==> src/rtl/core/sgg_pkg.sv <==
// Package for the glitch glyph stream: geometry constants, generator constants,
// payload and queue types, state encoding and the replacement palette.
// No dependencies.
package sgg_pkg;

    localparam int ROWS   = 4;
    localparam int COLS   = 16;
    localparam int FRAMES = 8;

    localparam int CELLS_PER_FRAME  = ROWS * COLS;
    localparam int CELLS_PER_PERIOD = CELLS_PER_FRAME * FRAMES;
    localparam int POS_W  = (CELLS_PER_PERIOD > 1) ? $clog2(CELLS_PER_PERIOD) : 1;
    localparam int FPOS_W = (CELLS_PER_FRAME > 1) ? $clog2(CELLS_PER_FRAME) : 1;

    localparam logic [63:0] GOLDEN_STEP = 64'h9e3779b97f4a7c15;
    localparam logic [63:0] MIX_MUL_A   = 64'hbf58476d1ce4e5b9;
    localparam logic [63:0] MIX_MUL_B   = 64'h94d049bb133111eb;

    // remainder by 100, one byte per step: q = (x * 5243) >> 19 is exact for x < 25600
    localparam logic [6:0]  KEEP_LIMIT  = 7'd70;
    localparam logic [6:0]  KEEP_SCALE  = 7'd100;
    localparam logic [12:0] RECIP_MUL   = 13'd5243;
    localparam int          RECIP_SHIFT = 19;

    localparam int QUEUE_DEPTH = 4;
    localparam int QPTR_W      = $clog2(QUEUE_DEPTH);

    localparam int CFG_IDX_W  = 1;
    localparam int CFG_DATA_W = 32;
    localparam logic [CFG_IDX_W-1:0] CFG_SEED_WORD   = 1'b0;
    localparam logic [CFG_IDX_W-1:0] CFG_AGENT_INDEX = 1'b1;

    typedef struct packed {
        logic [7:0] clean_glyph;
        logic       restart;
    } t_in_item;

    typedef struct packed {
        logic [7:0] out_glyph;
        logic       glitched;
        logic       end_of_frame;
    } t_out_item;

    // one cell handed from the front to the mixer
    typedef struct packed {
        logic [63:0] counter;
        logic [7:0]  clean_glyph;
        logic        end_of_frame;
    } t_work;

    typedef enum logic [2:0] {
        MS_IDLE,
        MS_MUL,
        MS_SHIFT,
        MS_MOD,
        MS_DONE
    } t_mix_state;

    function automatic logic [7:0] palette(input logic [3:0] idx);
        logic [7:0] g;
        unique case (idx)
            4'd0:  g = 8'h40;  // @
            4'd1:  g = 8'h23;  // #
            4'd2:  g = 8'h25;  // %
            4'd3:  g = 8'h26;  // &
            4'd4:  g = 8'h3F;  // ?
            4'd5:  g = 8'h21;  // !
            4'd6:  g = 8'h2A;  // *
            4'd7:  g = 8'h3B;  // ;
            4'd8:  g = 8'h3A;  // :
            4'd9:  g = 8'h2B;  // +
            4'd10: g = 8'h3D;  // =
            4'd11: g = 8'h7E;  // ~
            4'd12: g = 8'h5E;  // ^
            4'd13: g = 8'h60;  // `
            4'd14: g = 8'h7C;  // |
            default: g = 8'h2F;  // /
        endcase
        return g;
    endfunction

endpackage

==> src/rtl/core/sgg_queue.sv <==
// Short FIFO between the front (counter stepping) and the mixer.
// Depends on sgg_pkg.
module sgg_queue
    import sgg_pkg::*;
(
    input  logic   i_clk,
    input  logic   i_rst_n,
    input  logic   i_push,
    input  t_work  i_wdata,
    input  logic   i_pop,
    output t_work  o_rdata,
    output logic   o_full,
    output logic   o_empty
);

    t_work                r_mem [QUEUE_DEPTH];
    logic [QPTR_W-1:0]    r_wptr;
    logic [QPTR_W-1:0]    r_rptr;
    logic [QPTR_W:0]      r_count;

    assign o_full  = (r_count == (QPTR_W+1)'(QUEUE_DEPTH));
    assign o_empty = (r_count == '0);
    assign o_rdata = r_mem[r_rptr];

    always_ff @(posedge i_clk) begin
        if (i_push) begin
            r_mem[r_wptr] <= i_wdata;
        end
    end

    always_ff @(posedge i_clk) begin
        if (!i_rst_n) begin
            r_wptr  <= '0;
            r_rptr  <= '0;
            r_count <= '0;
        end else begin
            if (i_push) begin
                r_wptr <= r_wptr + 1'b1;
            end
            if (i_pop) begin
                r_rptr <= r_rptr + 1'b1;
            end
            unique case ({i_push, i_pop})
                2'b10:   r_count <= r_count + 1'b1;
                2'b01:   r_count <= r_count - 1'b1;
                default: r_count <= r_count;
            endcase
        end
    end

endmodule

==> src/rtl/core/sgg_front.sv <==
// Front end: configuration registers, cell position tracking and counter
// stepping; hands one work entry per accepted cell to the queue.
// Depends on sgg_pkg.
module sgg_front
    import sgg_pkg::*;
(
    input  logic                  i_clk,
    input  logic                  i_rst_n,
    input  logic                  i_cfg_we,
    input  logic [CFG_IDX_W-1:0]  i_cfg_idx,
    input  logic [CFG_DATA_W-1:0] i_cfg_wdata,
    input  logic                  i_valid,
    input  t_in_item              i_data,
    output logic                  o_stall,
    input  logic                  i_q_full,
    output logic                  o_push,
    output t_work                 o_work
);

    logic [31:0]       r_seed_word;
    logic [7:0]        r_agent_index;
    logic [63:0]       r_counter;
    logic [POS_W-1:0]  r_pos;
    logic [FPOS_W-1:0] r_fpos;

    logic [63:0]       start_value;
    logic [63:0]       base;
    logic [63:0]       stepped;
    logic [POS_W-1:0]  pos0;
    logic [FPOS_W-1:0] fpos0;
    logic              eof;
    logic              period_end;

    assign start_value = {r_seed_word, 24'd0, r_agent_index};
    assign base        = i_data.restart ? start_value : r_counter;
    assign pos0        = i_data.restart ? '0 : r_pos;
    assign fpos0       = i_data.restart ? '0 : r_fpos;
    assign stepped     = base + GOLDEN_STEP;
    assign eof         = (fpos0 == FPOS_W'(CELLS_PER_FRAME - 1));
    assign period_end  = (pos0 == POS_W'(CELLS_PER_PERIOD - 1));

    assign o_stall = i_q_full;
    assign o_push  = i_valid && !i_q_full;

    always_comb begin
        o_work.counter      = stepped;
        o_work.clean_glyph  = i_data.clean_glyph;
        o_work.end_of_frame = eof;
    end

    always_ff @(posedge i_clk) begin
        if (!i_rst_n) begin
            r_seed_word   <= '0;
            r_agent_index <= '0;
        end else if (i_cfg_we) begin
            unique case (i_cfg_idx)
                CFG_SEED_WORD:   r_seed_word   <= i_cfg_wdata;
                CFG_AGENT_INDEX: r_agent_index <= i_cfg_wdata[7:0];
                default:         r_seed_word   <= r_seed_word;
            endcase
        end
    end

    // the period wrap reloads from the registers as they stand at the last cell
    always_ff @(posedge i_clk) begin
        if (!i_rst_n) begin
            r_counter <= '0;
            r_pos     <= '0;
            r_fpos    <= '0;
        end else if (o_push) begin
            if (period_end) begin
                r_counter <= start_value;
                r_pos     <= '0;
                r_fpos    <= '0;
            end else begin
                r_counter <= stepped;
                r_pos     <= pos0 + 1'b1;
                r_fpos    <= eof ? '0 : fpos0 + 1'b1;
            end
        end
    end

endmodule

==> src/rtl/core/sgg_mix_back.sv <==
// Back end: splitmix64 finalizer on one shared 32x32 multiplier, a byte-serial
// remainder by 100, palette substitution and the output register.
// Depends on sgg_pkg.
module sgg_mix_back
    import sgg_pkg::*;
(
    input  logic      i_clk,
    input  logic      i_rst_n,
    input  logic      i_q_empty,
    input  t_work     i_work,
    output logic      o_pop,
    output logic      o_valid,
    output t_out_item o_data,
    input  logic      i_stall
);

    t_mix_state  r_state;
    t_mix_state  n_state;

    logic [63:0] r_z;
    logic [63:0] r_acc;
    logic [63:0] r_v;
    logic [1:0]  r_step;
    logic        r_phase;
    logic [2:0]  r_mod_cnt;
    logic [6:0]  r_rem;
    logic [3:0]  r_pal;
    logic [7:0]  r_glyph;
    logic        r_eof;
    logic        r_out_vld;
    t_out_item   r_out;

    logic        load_out;
    logic [63:0] mul_k;
    logic [31:0] mul_a;
    logic [31:0] mul_b;
    logic [63:0] prod;
    logic [14:0] mod_x;
    logic [27:0] mod_prod;
    logic [7:0]  mod_q;
    logic [14:0] mod_r;
    logic        glitch;

    // 64x64 low product from three partial products over r_step 0..2
    assign mul_k = r_phase ? MIX_MUL_B : MIX_MUL_A;
    assign mul_a = (r_step == 2'd2) ? r_z[63:32] : r_z[31:0];
    assign mul_b = (r_step == 2'd1) ? mul_k[63:32] : mul_k[31:0];
    assign prod  = mul_a * mul_b;

    assign mod_x    = {r_rem, r_v[63:56]};
    assign mod_prod = mod_x * RECIP_MUL;
    assign mod_q    = mod_prod[RECIP_SHIFT +: 8];
    assign mod_r    = mod_x - 15'(mod_q * KEEP_SCALE);

    assign glitch = (r_rem >= KEEP_LIMIT);

    always_comb begin
        n_state = r_state;
        unique case (r_state)
            MS_IDLE:  if (!i_q_empty) n_state = MS_MUL;
            MS_MUL:   if (r_step == 2'd2) n_state = MS_SHIFT;
            MS_SHIFT: n_state = r_phase ? MS_MOD : MS_MUL;
            MS_MOD:   if (r_mod_cnt == 3'd7) n_state = MS_DONE;
            MS_DONE:  if (!r_out_vld || !i_stall) n_state = MS_IDLE;
            default:  n_state = MS_IDLE;
        endcase
    end

    always_comb begin
        o_pop    = (r_state == MS_IDLE) && !i_q_empty;
        load_out = (r_state == MS_DONE) && (!r_out_vld || !i_stall);
    end

    always_ff @(posedge i_clk) begin
        if (!i_rst_n) begin
            r_state <= MS_IDLE;
        end else begin
            r_state <= n_state;
        end
    end

    always_ff @(posedge i_clk) begin
        if (!i_rst_n) begin
            r_step    <= '0;
            r_phase   <= 1'b0;
            r_mod_cnt <= '0;
        end else begin
            unique case (r_state)
                MS_IDLE: begin
                    r_step  <= '0;
                    r_phase <= 1'b0;
                end
                MS_MUL: begin
                    r_step <= (r_step == 2'd2) ? 2'd0 : r_step + 1'b1;
                end
                MS_SHIFT: begin
                    r_phase   <= 1'b1;
                    r_mod_cnt <= '0;
                end
                MS_MOD: begin
                    r_mod_cnt <= r_mod_cnt + 1'b1;
                end
                default: begin
                    r_step <= '0;
                end
            endcase
        end
    end

    always_ff @(posedge i_clk) begin
        unique case (r_state)
            MS_IDLE: begin
                if (o_pop) begin
                    r_z     <= i_work.counter ^ (i_work.counter >> 30);
                    r_glyph <= i_work.clean_glyph;
                    r_eof   <= i_work.end_of_frame;
                end
            end
            MS_MUL: begin
                if (r_step == 2'd0) begin
                    r_acc <= prod;
                end else begin
                    r_acc[63:32] <= r_acc[63:32] + prod[31:0];
                end
            end
            MS_SHIFT: begin
                if (r_phase) begin
                    r_v   <= r_acc ^ (r_acc >> 31);
                    r_pal <= r_acc[3:0] ^ r_acc[34:31];
                    r_rem <= '0;
                end else begin
                    r_z <= r_acc ^ (r_acc >> 27);
                end
            end
            MS_MOD: begin
                // most significant byte first
                r_rem <= mod_r[6:0];
                r_v   <= r_v << 8;
            end
            default: begin
                r_rem <= r_rem;
            end
        endcase
    end

    always_ff @(posedge i_clk) begin
        if (load_out) begin
            r_out.out_glyph    <= glitch ? palette(r_pal) : r_glyph;
            r_out.glitched     <= glitch;
            r_out.end_of_frame <= r_eof;
        end
    end

    always_ff @(posedge i_clk) begin
        if (!i_rst_n) begin
            r_out_vld <= 1'b0;
        end else if (load_out) begin
            r_out_vld <= 1'b1;
        end else if (!i_stall) begin
            r_out_vld <= 1'b0;
        end
    end

    assign o_valid = r_out_vld;
    assign o_data  = r_out;

endmodule

==> src/rtl/core/splitmix_glitch_glyph_stream.sv <==
// Glitch glyph stream, top level: one glyph cell in, one (possibly replaced)
// glyph out. Depends on sgg_pkg, sgg_front, sgg_queue and sgg_mix_back.
//
// Input channel: i_valid / i_data / o_stall carry one cell per transfer
// (clean glyph and restart flag) in row-major order, frame after frame.
// Output channel: o_valid / o_data / i_stall carry one result per cell:
// the glyph, a glitched flag and an end-of-frame flag.
// Config: i_cfg_we writes the seed word (index 0) or agent_index (index 1);
// the generator picks up new values at the next restart or period wrap.
//
// The front steps the 64-bit counter and cell position in the transfer
// cycle and pushes into a four-entry queue. The mixer works on one cell at
// a time: it pops the queue, forms two 64-bit products from three passes
// each through one 32x32 multiplier with a shift/xor step after each, runs
// eight byte steps of the remainder by 100, and loads the output register;
// it takes no new cell from the queue until that load is done.
// A stalled output holds its result; the mixer then finishes one more cell
// and the queue takes four, after which o_stall rises.
// Reset (synchronous, active low) zeroes the registers, counter and position.
module splitmix_glitch_glyph_stream
    import sgg_pkg::*;
(
    input  logic                  i_clk,
    input  logic                  i_rst_n,
    input  logic                  i_cfg_we,
    input  logic [CFG_IDX_W-1:0]  i_cfg_idx,
    input  logic [CFG_DATA_W-1:0] i_cfg_wdata,
    input  logic                  i_valid,
    input  t_in_item              i_data,
    output logic                  o_stall,
    output logic                  o_valid,
    output t_out_item             o_data,
    input  logic                  i_stall
);

    logic  q_push;
    logic  q_pop;
    logic  q_full;
    logic  q_empty;
    t_work q_wdata;
    t_work q_rdata;

    sgg_front u_front (
        .i_clk       (i_clk),
        .i_rst_n     (i_rst_n),
        .i_cfg_we    (i_cfg_we),
        .i_cfg_idx   (i_cfg_idx),
        .i_cfg_wdata (i_cfg_wdata),
        .i_valid     (i_valid),
        .i_data      (i_data),
        .o_stall     (o_stall),
        .i_q_full    (q_full),
        .o_push      (q_push),
        .o_work      (q_wdata)
    );

    sgg_queue u_queue (
        .i_clk   (i_clk),
        .i_rst_n (i_rst_n),
        .i_push  (q_push),
        .i_wdata (q_wdata),
        .i_pop   (q_pop),
        .o_rdata (q_rdata),
        .o_full  (q_full),
        .o_empty (q_empty)
    );

    sgg_mix_back u_back (
        .i_clk     (i_clk),
        .i_rst_n   (i_rst_n),
        .i_q_empty (q_empty),
        .i_work    (q_rdata),
        .o_pop     (q_pop),
        .o_valid   (o_valid),
        .o_data    (o_data),
        .i_stall   (i_stall)
    );

endmodule
==> config.mk <==
export PLATFORM = sky130hd
export DESIGN_NAME = splitmix_glitch_glyph_stream
export DESIGN_NICKNAME = d
export VERILOG_FILES = /design/src/rtl/core/sgg_pkg.sv /design/src/rtl/core/sgg_queue.sv /design/src/rtl/core/sgg_front.sv /design/src/rtl/core/sgg_mix_back.sv /design/src/rtl/core/splitmix_glitch_glyph_stream.sv
export SDC_FILE = /design/constraint.sdc
export NUM_CORES = 2
export LEC_CHECK = 0
export CELL_PAD_IN_SITES_DETAIL_PLACEMENT = 0
export CELL_PAD_IN_SITES_GLOBAL_PLACEMENT = 1
export CORE_MARGIN = 2
export CORE_UTILIZATION = 54
export DETAILED_ROUTE_END_ITERATION = 12
export DONT_BUFFER_PORTS = 1
export PLACE_DENSITY = 0.79
export SYNTH_ARGS = -nofsm -noshare
export SYNTH_HDL_FRONTEND = slang
export SYNTH_SLANG_ARGS = --single-unit
==> constraint.sdc <==
create_clock -name i_clk -period 15.72 [get_ports i_clk]
set_input_delay 3.144 -clock i_clk [delete_from_list [all_inputs] [get_ports i_clk]]
set_output_delay 3.144 -clock i_clk [all_outputs]
set_load 0.1 [all_outputs]
==> results.toml <==
[synthesis]
syn-instance-count = 5873
synth_area_um2 = 63000
synthArstFlopShare = 0
ys_seq_elements = 659
synth_warnings = 0
syn-num-nets = 7287
yosys.area.top_type_share = 0.284
synth_area_leaders = "fa_1, edfxtp_1, ha_1, inv_1, dfxtp_1"
synth_area_leader_cell = "fa_1"
synth_edf_count = 514
synth.distinct_cells = 97
syn_area_per_cell_um2 = 10.7
ys_seq_area_frac = 0.291
synth_ff_type = "edfxtp_1"

[floorplan]
fp-row-count = 125
die_x_um = 345
core_region_area_um2 = 116000
dieArea_um2 = 119000
die_height_um = 345
pin_count = 59
initial_core_util = 0.543

[setup_path]
cp.arrival_ns = 11.95
critical_path_required_ns = 16.15
crit_slowest_cell = "nand2_1"
crit_type = "reg -> reg"
worst-r2r-cell-count = 32
critPathMaxFanout = 30
crit_top_cell = "fa_1"
crit_path_end_kind = "register"
crit_path_start_kind = "register"
max_stage_delay_ns = 0.78
crit_buf_inv = 7
cp_num_cells = 32
crit_family = "adder cells"

[sta]
hold_viol = 0
fin_tns_setup_ns = 0
grt_setup_unrepaired = "no"
setup_violations = 0
fin_crit_sh = 0.733
worst_pin_slew_ns = 1.21
slew_headroom = 0.187
period_needed_ns = 11.52
fin_skew_ns = 0.0317
slew_violations = 0
clock.fmax_mhz = 86.8

[route]
vias = 42669
initialDrtViolationCount = 4533
via_per_inst = 5.79
wl_um = 193000
drcViolationCount = 0
dr.pass1.iters = 6
ant_nets = 0
wire_per_inst_um = 26.3

[finish]
fillers = 10056
seq_area_um2 = 18300
multiInputGateArea_um2 = 39700
area_delta_synth_final_pct = 5.80
final_nets = 7207
final_layout_size_suffix_gt1_frac = 0.0609

[cts]
clk_pin_slew_ns = 0.07
cts_resized = 0
cts-root-buf = "clkbuf_16"
holdBufCountCts = 0
cts_num_sinks = 659
cts_made_buffers = 59
clkLatencyLatePin_ns = 0.65
cts_setup_buffers = 0
clockBufferDepth = 3
cts_tree = "done"
htree_levels = 2

[job]
cap_violations = 0

[outcome]
status = "finished clean"

[placement]
numPortBuffers = 0
place_hpwl_um = 159000
gp_congestion = 1.02

[grt]
antenna_found_initial = 2
grt_max_degree = 129
grt_pass1_vias = 43489
track_usage = 0.330
grt_overflow = 0
grt_pass1_wl_um = 290000

[min_path]
hold_class = "reg -> reg"
holdPathStages = 0
==> per-stage QoR <==
stage          hold WS [ns]  std cells  worst slack [ns]   util  area, um2
6_report              0.424       7367              4.20  0.575      66600
5_1_grt               0.443       7366              3.73  0.575      66600
4_1_cts               0.426       7366              4.37  0.575      66600
3_5_place_dp          0.410       7256              4.43  0.557      64600
3_3_place_gp          0.404       7256              4.49  0.557      64600
2_1_floorplan         0.400       5873              4.13      -      63000
==> synthesized netlist by cell type, types with 13 or more instances <==
cell,n
o21ai_0,165
nor4_1,13
nand2_1,478
and2_1,50
xnor2_1,184
a31oi_1,18
clkbuf_1,154
nand4_1,18
ha_1,475
a22oi_1,24
a21oi_1,281
nand3_1,76
nor2b_1,30
a21o_1,57
or2_2,13
mux2i_1,62
xor2_1,82
o31ai_1,14
mux2_2,59
edfxtp_1,514
dfxtp_1,145
inv_1,1115
nor3_1,48
o211ai_1,21
o21bai_1,37
buf_1,24
and3_1,28
a211oi_1,13
nand2b_1,45
o21a_1,16
mux4_2,73
fa_1,892
nor2_1,478
==> registers in the layout (all words and copies together) (netlist names), 3 cells and up, named ones only <==
signal,count
u_queue.r_mem,292
u_back.r_acc,64
u_back.r_v,64
u_back.r_z,64
u_front.r_counter,64
u_front.r_seed_word,32
u_back.o_data,10
u_front.r_pos,9
u_back.r_glyph,8
u_front.r_agent_index,8
u_back.r_rem,7
u_front.r_fpos,6
u_back.r_pal,4
u_back.r_mod_cnt,3
u_back.r_state,3
u_queue.r_count,3
==> area by class of cell <==
type	count	share of cell area
antenna	1	0.0000376
clock buffer	65	0.0228
clock inverter	45	0.00759
inverter	1121	0.0632
multi-input combinational	3903	0.597
sequential	659	0.275
tap	1524	0.0286
timing repair buffer	49	0.00571
==> placed cells by master, fill, tap and decap left out, drive strengths merged, types with 12 or more instances in the layout <==
cell    netlist  layout
inv        1119    1122
fa          892     892
edfxtp      514     514
nor2        479     479
nand2       478     478
ha          475     475
a21oi       281     281
xnor2       184     184
o21ai       174     174
dfxtp       145     145
xor2         82      82
nand3        76      76
mux4         73      73
mux2i        65      65
clkbuf      154      65
mux2         59      59
a21o         57      57
and2         50      50
buf          36      49
nor3         48      48
nand2b       45      45
o21bai       37      37
nor2b        30      30
and3         28      28
clkinv        2      26
a22oi        24      24
o211ai       23      23
a31oi        19      19
nand4        18      18
o21a         17      17
or2          17      17
o31ai        16      16
a211oi       14      14
nor4         14      14
or3          12      12
==> cell families after synthesis <==
family          after synthesis  synth area share
simple gates               1318            0.0918
buf+inv                    1311            0.0788
xor+xnor                    266            0.0370
fa+ha+maj                  1367             0.378
compound gates              753            0.0755
other cells                   2          0.000119
flops                       659             0.291
mux                         197            0.0475
==> path summary, 6_finish.rpt <==
| check | slack, ns | to | from |
|---|---|---|---|
| worst max register to register | 4.20 | u_back.r_acc[63] | u_back.r_step[1] |
| worst min-delay path | 0.42 | u_back.o_data[0] | u_back.r_eof |
| worst max-delay path | 4.20 | u_back.r_acc[63] | u_back.r_step[1] |
| worst min register to register | 0.42 | u_back.o_data[0] | u_back.r_eof |
==> layer usage <==
layer  share of wire  GRT usage  vias to the layer above
met1            0.44      0.497                    21745
met5        0.000067          0                        -
met4           0.033     0.0967                        2
met3           0.083     0.0514                      259
met2            0.44      0.495                     1736
li1                -          -                    18927
Power is left out: the tool's default activity adds up to more than one toggle a clock period on the data nets, which glitch-free logic cannot reach.
